**config.mk**
```make
export PLATFORM = sky130hd
export DESIGN_NAME = usq_div_pipe
export DESIGN_NICKNAME = d
export VERILOG_FILES = /design/src/design/usq_div_pipe.sv
export SDC_FILE = /design/constraint.sdc
export NUM_CORES = 1
export LEC_CHECK = 0
export BUFFER_PORTS_ARGS = -buffer_cell sky130_fd_sc_hd__buf_4
export CORE_MARGIN = 10
export CORE_UTILIZATION = 25
export CTS_CLUSTER_SIZE = 40
export DETAILED_ROUTE_END_ITERATION = 6
export GPL_ROUTABILITY_DRIVEN = 1
export PLACE_DENSITY = 0.45
export SYNTH_ARGS = -nofsm -noshare
export SYNTH_HDL_FRONTEND = slang
export SYNTH_SLANG_ARGS = --single-unit
```
**constraint.sdc**
```tcl
create_clock -name clk -period 13.35 [get_ports clk]
set_input_delay 0 -clock clk [delete_from_list [all_inputs] [get_ports clk]]
set_output_delay 0 -clock clk [all_outputs]
set_load 0.03 [all_outputs]
```
**src/design/usq_div_pipe.sv**
```systemverilog
// ----------------------------------------------------------------------------
// usq_div_pipe
// Pipelined restoring divider, BPS quotient bits per stage, with payload.
// ----------------------------------------------------------------------------
module usq_div_pipe #(
  parameter int DW  = 17,
  parameter int VW  = 9,
  parameter int BPS = 4,
  parameter int PW  = 1
) (
  input  logic          clk,
  input  logic          rst_n,
  input  logic          en,
  input  logic          in_valid,
  input  logic [DW-1:0] in_dividend,
  input  logic [VW-1:0] in_divisor,
  input  logic [PW-1:0] in_payload,
  output logic          out_valid,
  output logic [DW-1:0] out_quo,
  output logic [VW-1:0] out_rem,
  output logic [VW-1:0] out_divisor,
  output logic [PW-1:0] out_payload
);

  localparam int NS = (DW + BPS - 1) / BPS;

  logic          vld_r [1:NS];
  logic [DW-1:0] num_r [1:NS];
  logic [DW-1:0] quo_r [1:NS];
  logic [VW-1:0] rem_r [1:NS];
  logic [VW-1:0] dvs_r [1:NS];
  logic [PW-1:0] pl_r  [1:NS];

  logic [DW-1:0] num_nxt [0:NS-1];
  logic [DW-1:0] quo_nxt [0:NS-1];
  logic [VW-1:0] rem_nxt [0:NS-1];

  for (genvar g = 0; g < NS; g++) begin : g_stage
    logic          v_src;
    logic [DW-1:0] num_src;
    logic [DW-1:0] quo_src;
    logic [VW-1:0] rem_src;
    logic [VW-1:0] dvs_src;
    logic [PW-1:0] pl_src;

    if (g == 0) begin : g_first
      assign v_src   = in_valid;
      assign num_src = in_dividend;
      assign quo_src = '0;
      assign rem_src = '0;
      assign dvs_src = in_divisor;
      assign pl_src  = in_payload;
    end else begin : g_rest
      assign v_src   = vld_r[g];
      assign num_src = num_r[g];
      assign quo_src = quo_r[g];
      assign rem_src = rem_r[g];
      assign dvs_src = dvs_r[g];
      assign pl_src  = pl_r[g];
    end

    always_comb begin : p_steps
      logic [VW:0]   r;
      logic [DW-1:0] nw;
      logic [DW-1:0] qw;
      logic [VW-1:0] rw;
      logic          qb;
      nw = num_src;
      qw = quo_src;
      rw = rem_src;
      for (int b = 0; b < BPS; b++) begin
        if (g * BPS + b < DW) begin
          r  = {rw, nw[DW-1]};
          nw = nw << 1;
          qb = 1'b0;
          if (r >= {1'b0, dvs_src}) begin
            r  = r - {1'b0, dvs_src};
            qb = 1'b1;
          end
          qw = {qw[DW-2:0], qb};
          rw = r[VW-1:0];
        end
      end
      num_nxt[g] = nw;
      quo_nxt[g] = qw;
      rem_nxt[g] = rw;
    end

    always_ff @(posedge clk) begin
      if (!rst_n) begin
        vld_r[g+1] <= 1'b0;
      end else if (en) begin
        vld_r[g+1] <= v_src;
      end
    end

    always_ff @(posedge clk) begin
      if (en) begin
        num_r[g+1] <= num_nxt[g];
        quo_r[g+1] <= quo_nxt[g];
        rem_r[g+1] <= rem_nxt[g];
        dvs_r[g+1] <= dvs_src;
        pl_r[g+1]  <= pl_src;
      end
    end
  end

  assign out_valid   = vld_r[NS];
  assign out_quo     = quo_r[NS];
  assign out_rem     = rem_r[NS];
  assign out_divisor = dvs_r[NS];
  assign out_payload = pl_r[NS];

endmodule

```
==> flow_metrics.env <==
export IMPL_finalSetupViolations=0
export IMPL_cts_tree="yes"
export IMPL_min_delay_path_depth=1
export IMPL_synthesis_area_um2=13300
export IMPL_drc=0
export IMPL_endpoint_kind="flop"
export IMPL_worstPathRequired_ps=13590
export IMPL_worstMarginPinSlew_ps=813
export IMPL_antenna_cells=0
export IMPL_ant_nets=0
export IMPL_startpoint_type="flop"
export IMPL_wire_per_inst_um=16.3
export IMPL_slew_viol_final=0
export IMPL_slew_headroom_pct=45.6
export IMPL_syn_area_per_cell_um2=11.0
export IMPL_fillers=5474
export IMPL_register_area_um2=5560
export IMPL_dp_hpwl_mm=25.3
export IMPL_root_buffer="clkbuf_16"
export IMPL_setup_ws_ps=3260
export IMPL_hold_viol_final=0
export IMPL_synth_cell_type_count=69
export IMPL_gp_congestion=0.851
export IMPL_cts_clk_slew_worst_paths_ps=70
export IMPL_cts_resized=0
export IMPL_synth_ff_type="edfxtp_1"
export IMPL_ctsLongestPathBuffers=2
export IMPL_ys_seq_area_share_pct=41.9
export IMPL_final_period_utilization_pct=75.6
export IMPL_grt_pass1_wl_mm=52.8
export IMPL_grt_pass1_vias=9503
export IMPL_clock_skew_ps=16.3
export IMPL_io_pins=68
export IMPL_place_ws_ps=3270
export IMPL_area_growth_pct=16.0
export IMPL_worstPathArrival_ps=10330
export IMPL_std_cell_rows=84
export IMPL_groute_usage_overall_pct=10.7
export IMPL_synth_nets=1400
export IMPL_clock_fmax_mhz=99.1
export IMPL_synth_cells=1207
export IMPL_multiInputGateArea_um2=7170
export IMPL_antenna_found_initial=0
export IMPL_chipHeight_um=250
export IMPL_routed_wl_mm=32.7
export IMPL_cts_sinks=185
export IMPL_min_period_ps=10090
export IMPL_grt_overflow_total=0
export IMPL_cts_buffers=17
export IMPL_htreeDepth=4
export IMPL_first_iter_violations=541
export IMPL_vias=9116
export IMPL_critPathMaxStageDelay_ps=650
export IMPL_crit_slowest_cell="a2111oi_4"
export IMPL_die_area_um2=62600
export IMPL_crit_type="reg2reg"
export IMPL_hold_class="in2reg"
export IMPL_synth_edf_count=185
export IMPL_first_pass_iters=5
export IMPL_yosysTopAreaCellShare_pct=41.9
export IMPL_max_cap_viol_count=0
export IMPL_core_area_um2=52600
export IMPL_synth_top_cell_by_area="edfxtp_1"
export IMPL_start_util_pct=25.2
export IMPL_yosysWarnings=0
export IMPL_rr_worst_depth=32
export IMPL_rsz0062_at_grt="false"
export IMPL_final_nets=1495
export IMPL_status="completed"
export IMPL_die_w_um=250
export IMPL_tns_ps=0
export IMPL_ys_ff_latch=185
export IMPL_drive_gt1_share_pct=14.3
export IMPL_synth_area_leaders="edfxtp_1 (42%), ha_1 (14%), mux2_2 (5.8%)"
export IMPL_vias_per_cell=4.56
export IMPL_grt_max_degree=70
export IMPL_portBuffers=67
export IMPL_cp_max_fo=12
export IMPL_async_flop_share_pct=0
export IMPL_insertion_delay_ps=500
==> cell type report <==
class	count	area share [%]
clock buffer	17	2.77
clock inverter	12	0.944
inverter	112	2.73
multi-input combinational	889	46.6
sequential	185	36.1
tap	688	5.60
timing repair buffer	97	5.23
==> placed cells by master (no fill, tap or decap), types with 10 or more instances in the layout <==
master / n
nand2_1: 47
nor3_1: 18
xor2_1: 45
nand3_1: 10
nand2b_1: 26
buf_4: 68
o21ai_0: 57
fa_1: 16
nor2_1: 72
xnor2_1: 53
inv_1: 107
o21a_1: 13
a211oi_1: 12
edfxtp_1: 185
ha_1: 146
mux2_2: 68
clkbuf_16: 17
mux2i_1: 18
nor2b_1: 26
nand4_1: 26
a21oi_1: 83
dlygate4sd3_1: 28
a21o_1: 47
==> worst max-delay path: cells and delay by family, from the launching register on <==
| kind | cells | cell delay, ps |
|---|---|---|
| and+or+nand+nor | 8 | 1580 |
| buffers and inverters | 3 | 920 |
| adders and majority gates | 4 | 1450 |
| AOI/OAI and AO/OA | 14 | 4120 |
| muxes | 3 | 1240 |
| DFF | 1 | 530 |
==> metal layers <==
layer | part of all wire (%) | global-route usage (%)
met1 | 46 | 13.4
met2 | 48 | 17.7
met3 | 4.2 | 2.64
met4 | 1.7 | 3.75
met5 | 0 | 0
==> cells in the mapped netlist (all sizes together), types with 3 or more instances <==
cell type  instances
a211oi            14
edfxtp           185
o21bai             7
nor3              18
o221ai             5
ha               146
a21o              47
nor2b             26
nor3b              4
inv              110
nand2             47
and2               3
o41ai              3
nor2              72
nand3             10
clkbuf             7
buf               14
or3                3
o211ai             5
a21oi             84
a21boi             8
o21ai             57
mux2              70
nand4             26
and3               6
a2111oi            3
o21a              13
mux2i             18
fa                16
o31ai              7
xnor2             53
nand2b            26
a31oi              7
xor2              45
or2                8
o31a               3
nor4               8
==> through the flow <==
step           util (%)  hold slack [ps]  area [um^2]  cells
2_1_floorplan         -             98.9        13300   1207
3_3_place_gp       27.6              179        14500   1943
3_5_place_dp       27.6              180        14500   1943
4_1_cts            29.3              108        15400   2000
5_1_grt            29.3              141        15400   2000
6_report           29.3              115        15400   2000
==> worst paths after layout <==
path / startpoint / end / slack, ps
worst max-delay path: dvs_r[0][19]$_DFFE_PP_ / rem_r[0][29]$_DFFE_PP_ / 3260
worst min-delay path: en / num_r[0][23]$_DFFE_PP_ / 120
worst max register to register: dvs_r[0][19]$_DFFE_PP_ / rem_r[0][29]$_DFFE_PP_ / 3260
worst min register to register: quo_r[0][41]$_DFFE_PP_ / quo_r[0][62]$_DFFE_PP_ / 420
==> flip-flops by register name, summed over array words and instances, names as in the netlist <==
| signal | cells |
|---|---|
| num_r | 28 |
| quo_r | 57 |
| dvs_r | 45 |
| vld_r | 5 |
| rem_r | 45 |
| pl_r | 5 |
==> repair_timing <==
item,CTS,global route
buffers inserted,0,0
hold buffers,28,0
endpoints found under the hold margin,35,0
==> logic make-up (layout without fill, tap and decap cells) <==
| group | after synthesis | count (layout) | share of synthesized area (%) |
|---|---|---|---|
| compound gates | 279 | 279 | 13.9 |
| flops | 185 | 185 | 41.9 |
| buf+inv | 133 | 238 | 4.05 |
| fa+ha+maj | 162 | 162 | 16.2 |
| mux | 88 | 88 | 7.33 |
| xor+xnor | 98 | 98 | 6.47 |
| simple gates | 262 | 262 | 10.2 |
Power is left out: the tool's default activity adds up to more than one toggle a clock period on the data nets, which glitch-free logic cannot reach.
