**config.mk**
```make
export PLATFORM = sky130hd
export DESIGN_NAME = usq_level_pick
export DESIGN_NICKNAME = d
export VERILOG_FILES = /design/src/design/usq_pkg.sv /design/src/design/usq_level_pick.sv
export SDC_FILE = /design/constraint.sdc
export NUM_CORES = 2
export LEC_CHECK = 0
export BUFFER_PORTS_ARGS = -buffer_cell sky130_fd_sc_hd__clkbuf_2
export CAP_MARGIN = 20
export CELL_PAD_IN_SITES_DETAIL_PLACEMENT = 1
export CELL_PAD_IN_SITES_GLOBAL_PLACEMENT = 2
export CORE_MARGIN = 4
export CORE_UTILIZATION = 40
export CTS_BUF_LIST = sky130_fd_sc_hd__clkbuf_4
export CTS_CLUSTER_SIZE = 30
export DETAILED_ROUTE_END_ITERATION = 16
export GPL_ROUTABILITY_DRIVEN = 0
export PLACE_DENSITY_LB_ADDON = 0.25
export SLEW_MARGIN = 0
export SYNTH_ARGS = -nofsm -noshare
export SYNTH_HDL_FRONTEND = slang
export SYNTH_SLANG_ARGS = --single-unit
```
**constraint.sdc**
```tcl
create_clock -name clk -period 18.1 [get_ports clk]
set_input_delay 3.62 -clock clk [delete_from_list [all_inputs] [get_ports clk]]
set_output_delay 3.62 -clock clk [all_outputs]
set_load 0.05 [all_outputs]
```
**src/design/usq_pkg.sv**
```systemverilog
// ----------------------------------------------------------------------------
// usq_pkg
// Shared types, register indexes and helpers for the uniform scalar quantizer.
// ----------------------------------------------------------------------------
package usq_pkg;

  localparam int SAMPLE_W = 16;
  localparam int CODE_W   = 8;
  localparam int LBITS_W  = 4;
  localparam int AMP_W    = 15;
  localparam int DIST_W   = 16;
  localparam int CFG_W    = 16;
  localparam int STEP_W   = AMP_W + 2;

  typedef enum logic [1:0] {
    CFG_LEVEL_BITS,
    CFG_MAX_AMP,
    CFG_MIDRISE,
    CFG_REJECT
  } cfg_idx_t;

  localparam logic KIND_QUANT   = 1'b0;
  localparam logic KIND_DEQUANT = 1'b1;

  typedef struct packed {
    logic [LBITS_W-1:0] level_bits;
    logic [AMP_W-1:0]   max_amp;
    logic               midrise;
    logic [DIST_W-1:0]  reject;
  } cfg_t;

  localparam cfg_t CFG_RESET = '{
    level_bits: LBITS_W'(3),
    max_amp:    AMP_W'(256),
    midrise:    1'b0,
    reject:     DIST_W'(2560)
  };

  typedef struct packed {
    logic                       kind;
    logic signed [SAMPLE_W-1:0] sample;
    logic [CODE_W-1:0]          code;
  } item_t;

  function automatic logic signed [SAMPLE_W-1:0] sat16(input logic signed [31:0] v);
    logic signed [SAMPLE_W-1:0] res;
    if (v > 32'sd32767) begin
      res = 16'sh7FFF;
    end else if (v < -32'sd32768) begin
      res = 16'sh8000;
    end else begin
      res = v[SAMPLE_W-1:0];
    end
    return res;
  endfunction

endpackage

```
**src/design/usq_level_pick.sv**
```systemverilog
// ----------------------------------------------------------------------------
// usq_level_pick
// Candidate levels around the quotient, level products, distances and the
// final nearest-level choice with rejection; also serves dequantize.
// ----------------------------------------------------------------------------
module usq_level_pick #(
  parameter int MAX_LEVEL_BITS = 8
) (
  input  logic                                clk,
  input  logic                                rst_n,
  input  logic                                en,
  input  usq_pkg::cfg_t                       cfg,
  input  logic                                in_valid,
  input  usq_pkg::item_t                      in_item,
  input  logic [usq_pkg::STEP_W-1:0]          in_step,
  input  logic [usq_pkg::SAMPLE_W-1:0]        in_quo,
  input  logic [usq_pkg::STEP_W-1:0]          in_rem,
  output logic                                out_valid,
  output logic [usq_pkg::CODE_W-1:0]          out_code,
  output logic signed [usq_pkg::SAMPLE_W-1:0] out_level,
  output logic                                out_error
);
  import usq_pkg::*;

  localparam int EBW = $clog2(MAX_LEVEL_BITS + 1);
  localparam int NW  = MAX_LEVEL_BITS + 1;
  localparam int JW  = MAX_LEVEL_BITS + 1;
  localparam int QW  = SAMPLE_W + 2;
  localparam int MW  = JW + STEP_W + 1;
  localparam int IW  = MAX_LEVEL_BITS;

  logic [EBW-1:0] ebits;
  logic [NW-1:0]  n;
  logic [NW-1:0]  half;
  logic [IW-1:0]  imask;

  assign ebits = (cfg.level_bits > LBITS_W'(MAX_LEVEL_BITS)) ? EBW'(MAX_LEVEL_BITS)
                                                          : EBW'(cfg.level_bits);
  assign n     = NW'(1) << ebits;
  assign half  = n >> 1;
  assign imask = IW'(n - NW'(1));

  function automatic logic signed [JW-1:0] clampj(input logic signed [QW-1:0] v,
                                                  input logic signed [QW-1:0] hs);
    logic signed [QW-1:0] res;
    if (v < -hs) begin
      res = -hs;
    end else if (v > hs - QW'(1)) begin
      res = hs - QW'(1);
    end else begin
      res = v;
    end
    return res[JW-1:0];
  endfunction

  // stage 1: candidate positions
  logic                 v1_r;
  item_t                it1_r;
  logic [STEP_W-1:0]    st1_r;
  logic signed [JW-1:0] cj1_r [3];
  logic                 bad1_r;
  logic signed [JW-1:0] cj1_nxt [3];
  logic                 bad1_nxt;

  always_comb begin
    logic [SAMPLE_W:0]    qmag;
    logic signed [QW-1:0] qs;
    logic signed [QW-1:0] hs;
    logic signed [QW-1:0] jd;
    hs   = $signed(QW'(half));
    qmag = {1'b0, in_quo} + (SAMPLE_W+1)'(in_item.sample[SAMPLE_W-1] && (in_rem != '0));
    if (in_step == '0) begin
      qs = '0;
    end else if (in_item.sample[SAMPLE_W-1]) begin
      qs = -$signed(QW'(qmag));
    end else begin
      qs = $signed(QW'(qmag));
    end
    jd = $signed(QW'(in_item.code));
    if (QW'(in_item.code) >= QW'(half)) begin
      jd = jd - $signed(QW'(n));
    end
    bad1_nxt = QW'(in_item.code) >= QW'(n);
    if (in_item.kind == KIND_DEQUANT) begin
      for (int i = 0; i < 3; i++) begin
        cj1_nxt[i] = jd[JW-1:0];
      end
    end else begin
      for (int i = 0; i < 3; i++) begin
        cj1_nxt[i] = clampj(qs + QW'(i) - QW'(1), hs);
      end
    end
  end

  // stage 2: level products
  logic                 v2_r;
  item_t                it2_r;
  logic [STEP_W-1:0]    st2_r;
  logic signed [JW-1:0] cj2_r [3];
  logic signed [MW-1:0] prod2_r [3];
  logic [MW-1:0]        mag2_r [3];
  logic                 bad2_r;
  logic signed [MW-1:0] prod2_nxt [3];
  logic [MW-1:0]        mag2_nxt [3];

  always_comb begin
    logic [JW-2:0] k;
    for (int i = 0; i < 3; i++) begin
      prod2_nxt[i] = $signed(cj1_r[i]) * $signed({1'b0, st1_r});
      k = cj1_r[i][JW-1] ? ~cj1_r[i][JW-2:0] : cj1_r[i][JW-2:0];
      mag2_nxt[i] = (MW'({k, 1'b1}) * MW'(st1_r) + MW'(1)) >> 1;
    end
  end

  // stage 3: saturated levels, distances, indexes
  logic                         v3_r;
  item_t                        it3_r;
  logic signed [SAMPLE_W-1:0]   lvl3_r [3];
  logic [SAMPLE_W:0]            dist3_r [3];
  logic [IW-1:0]                idx3_r [3];
  logic                         neg3_r [3];
  logic signed [SAMPLE_W-1:0]   lvl0_3_r;
  logic                         bad3_r;
  logic signed [SAMPLE_W-1:0]   lvl3_nxt [3];
  logic [SAMPLE_W:0]            dist3_nxt [3];
  logic [IW-1:0]                idx3_nxt [3];
  logic signed [SAMPLE_W-1:0]   lvl0_3_nxt;

  always_comb begin
    logic signed [31:0]     raw;
    logic signed [SAMPLE_W:0] df;
    for (int i = 0; i < 3; i++) begin
      if (cfg.midrise) begin
        raw = cj2_r[i][JW-1] ? -$signed(32'(mag2_r[i])) : $signed(32'(mag2_r[i]));
      end else begin
        raw = 32'(prod2_r[i]);
      end
      lvl3_nxt[i]  = sat16(raw);
      df           = (SAMPLE_W+1)'(it2_r.sample) - (SAMPLE_W+1)'(lvl3_nxt[i]);
      dist3_nxt[i] = df[SAMPLE_W] ? (SAMPLE_W+1)'(-df) : (SAMPLE_W+1)'(df);
      idx3_nxt[i]  = IW'(cj2_r[i]) & imask;
    end
    if (cfg.midrise) begin
      lvl0_3_nxt = sat16($signed(32'((STEP_W+1)'(st2_r) + (STEP_W+1)'(1)) >> 1));
    end else begin
      lvl0_3_nxt = '0;
    end
  end

  // stage 4: choice and output register
  logic                       vo_r;
  logic [CODE_W-1:0]          code_r;
  logic signed [SAMPLE_W-1:0] level_r;
  logic                       err_r;
  logic [CODE_W-1:0]          code_nxt;
  logic signed [SAMPLE_W-1:0] level_nxt;
  logic                       err_nxt;

  always_comb begin
    logic [1:0]                 b;
    logic [IW-1:0]              bidx;
    logic signed [SAMPLE_W-1:0] blvl;
    b = 2'd0;
    for (int i = 1; i < 3; i++) begin
      if (dist3_r[i] < dist3_r[b] ||
          (dist3_r[i] == dist3_r[b] && idx3_r[i] < idx3_r[b])) begin
        b = 2'(i);
      end
    end
    bidx = idx3_r[b];
    blvl = lvl3_r[b];
    if (blvl == 16'sh8000 && neg3_r[b]) begin
      bidx = IW'(half);
    end
    if (dist3_r[b] >= (SAMPLE_W+1)'(cfg.reject)) begin
      bidx = '0;
      blvl = lvl0_3_r;
    end
    if (it3_r.kind == KIND_DEQUANT) begin
      code_nxt  = it3_r.code;
      level_nxt = bad3_r ? '0 : lvl3_r[1];
      err_nxt   = bad3_r;
    end else begin
      code_nxt  = CODE_W'(bidx);
      level_nxt = blvl;
      err_nxt   = 1'b0;
    end
  end

  always_ff @(posedge clk) begin
    if (!rst_n) begin
      v1_r <= 1'b0;
      v2_r <= 1'b0;
      v3_r <= 1'b0;
      vo_r <= 1'b0;
    end else if (en) begin
      v1_r <= in_valid;
      v2_r <= v1_r;
      v3_r <= v2_r;
      vo_r <= v3_r;
    end
  end

  always_ff @(posedge clk) begin
    if (en) begin
      it1_r    <= in_item;
      st1_r    <= in_step;
      bad1_r   <= bad1_nxt;
      it2_r    <= it1_r;
      st2_r    <= st1_r;
      bad2_r   <= bad1_r;
      it3_r    <= it2_r;
      bad3_r   <= bad2_r;
      lvl0_3_r <= lvl0_3_nxt;
      code_r   <= code_nxt;
      level_r  <= level_nxt;
      err_r    <= err_nxt;
      for (int i = 0; i < 3; i++) begin
        cj1_r[i]   <= cj1_nxt[i];
        cj2_r[i]   <= cj1_r[i];
        prod2_r[i] <= prod2_nxt[i];
        mag2_r[i]  <= mag2_nxt[i];
        lvl3_r[i]  <= lvl3_nxt[i];
        dist3_r[i] <= dist3_nxt[i];
        idx3_r[i]  <= idx3_nxt[i];
        neg3_r[i]  <= cj2_r[i][JW-1];
      end
    end
  end

  assign out_valid = vo_r;
  assign out_code  = code_r;
  assign out_level = level_r;
  assign out_error = err_r;

endmodule

```
==> reports/metrics.yaml <==
hpwlAfterDp_um: 142000
synth_area_leader_cell: "edfxtp_1"
cts_made_buffers: 140
syn_avg_cell_area_um2: 9.58
crit_required_ps: 19000
crit_fanout: 11
yosys_warnings: 0
portBuffers: 125
fin_crit_ps: 10220
ys_seq_area_share_pct: 24.5
max_freq_mhz: 97.8
ff_latch_area_um2: 14400
route.detailed.drc: 0
drive_above_1_share_pct: 8.78
synth_seq_cells: 480
antenna_found_initial: 1
hold_path.class: "reg2reg"
grt_overflow: 0
cts_num_sinks: 480
syn_to_final_growth_pct: 8.35
die-width_um: 391
tns_ps: 0
clk_pin_slew_ps: 70
grt_pass1_vias: 48400
yosys-top-cells-area: "edfxtp_1 24%, fa_1 22%, ha_1 13%"
async_reset_ff_share_pct: 0
clockBufferDepth: 3
worst_slew_pin_slew_ps: 1270
fin_area_um2: 63600
wire_per_inst_um: 22.1
start_kind: "input port"
core_um2: 146000
vias: 45200
dr.pass1.iters: 5
rows: 140
netlist_area_um2: 58700
syn_inst: 6128
gr-usage-all-layers_pct: 24.1
ff2ff_path_depth: 31
clk_latency_ps: 1080
ios: 141
grt_setup_unrepaired: "false"
final_max_slew_viol_count: 0
critical_path_arrival_ps: 11120
final_cells: 8284
layout_common_cells: "774 x inv_1, 715 x nand2_1, 637 x fa_1, 621 x ha_1, 476 x edfxtp_1"
ys_types: 85
synth_flop_cell: "edfxtp_1"
initialDrtViolationCount: 2408
num-fill-cells: 16700
path_class: "in2reg"
status: "finished clean"
grt_max_degree: 147
skew_ps: 96.2
ant_nets: 0
finalSetupViolations: 0
maxCapViolCount: 0
synth_top_area_share_pct: 24.3
via_per_inst: 5.46
dieArea_um2: 153000
cts_resized: 0
timing.final.crit_share_pct: 56.5
dp_cells: 8031
max_slew_margin_pct: 14.8
cts_setup_buffers: 0
synth_edf_count: 476
synth_nets: 7501
cts_tree: "yes"
die_height_um: 391
clockRootBuffer: "clkbuf_4"
final_nets: 7634
whs_path_depth: 0
place_area_um2: 61700
multi_input_area_um2: 40500
endpoint_kind: "register"
htree_levels: 4
final_common_cell: "inv_1"
fin_util_pct: 43.7
wirelength_um: 183000
cts_hold_buffers: 0
start_util_pct: 40.3
grt_pass1_wl_um: 285000
final-hold-violation-count: 0
==> registers in the layout, indices dropped and copies added, names as in the netlist, 17 cells and up <==
signal	flops
it1_r	25
cj1_r	27
mag2_r	78
cj2_r	27
it2_r	25
dist3_r	51
lvl3_r	48
prod2_r	81
st1_r	17
st2_r	17
idx3_r	24
==> cell type report <==
| type | count | area share [%] |
|---|---|---|
| tap | 1917 | 3.77 |
| inverter | 776 | 4.58 |
| timing repair buffer | 245 | 2.48 |
| sequential | 480 | 22.6 |
| clock buffer | 194 | 2.29 |
| multi-input combinational | 4618 | 63.7 |
| clock inverter | 52 | 0.608 |
| antenna | 2 | 0.00787 |
==> worst max-delay path: stages <==
cell,delay [ps]
clkbuf_2,80
nor4_1,280
nand4_1,130
nor4_1,240
nor2_1,70
ha_1,240
ha_1,330
xnor2_1,530
nand2_1,200
o41ai_1,490
xor2_1,120
nand2_1,200
clkinv_1,290
nor4_1,810
nand4_1,280
nor3_1,340
nand2_1,90
o21ai_0,400
ha_1,220
inv_1,60
a2111oi_0,520
a21oi_1,110
or3_1,320
o21ai_0,290
buf_4,300
mux2_2,360
o21ai_0,180
==> through the flow <==
| stage | hold slack (ps) | setup slack [ps] |
|---|---|---|
| 2_1_floorplan | 400 | 8380 |
| 3_3_place_gp | 403 | 7040 |
| 3_5_place_dp | 405 | 6930 |
| 4_1_cts | 403 | 8090 |
| 5_1_grt | 407 | 7290 |
| 6_report | 406 | 7880 |
==> synthesized netlist by cell type (81+ instances only) <==
| cell type | instances |
|---|---|
| inv_1 | 775 |
| nand2_1 | 716 |
| fa_1 | 637 |
| ha_1 | 621 |
| edfxtp_1 | 476 |
| and2_1 | 370 |
| nor2_1 | 314 |
| a21oi_1 | 284 |
| clkbuf_1 | 224 |
| o21ai_0 | 190 |
| xnor2_1 | 190 |
| xor2_1 | 168 |
| nor3_1 | 89 |
| nor2b_1 | 81 |
==> per-layer routing <==
metal	wire [um]	share of wire, %	track usage, %
met1	84900	46	33.2
met2	86900	48	40.3
met3	7540	4.1	3.15
met4	3370	1.8	5.77
met5	0	0	0
==> final timing paths <==
path / slack (ps) / endpoint / startpoint
worst max-delay path: 7880 / cj1_r[0][7] / in_rem[4]
worst min-delay path: 410 / it3_r[7] / it2_r[7]
worst max register to register: 9390 / out_level[6] / dist3_r[1][4]
worst min register to register: 410 / it3_r[7] / it2_r[7]
==> cells by family (layout without fill, tap and decap cells) <==
kind of cell	after synthesis	in the layout	share of synthesized area, %
simple gates	1941	1941	16.2
fa+ha+maj	1258	1258	34.9
buf+inv	1030	1267	6.63
compound gates	939	939	10.2
flops	480	480	24.5
xor+xnor	358	358	5.34
mux	121	121	2.17
other cells	1	3	0.00639
Power is left out: the tool's default activity adds up to more than one toggle a clock period on the data nets, which glitch-free logic cannot reach.
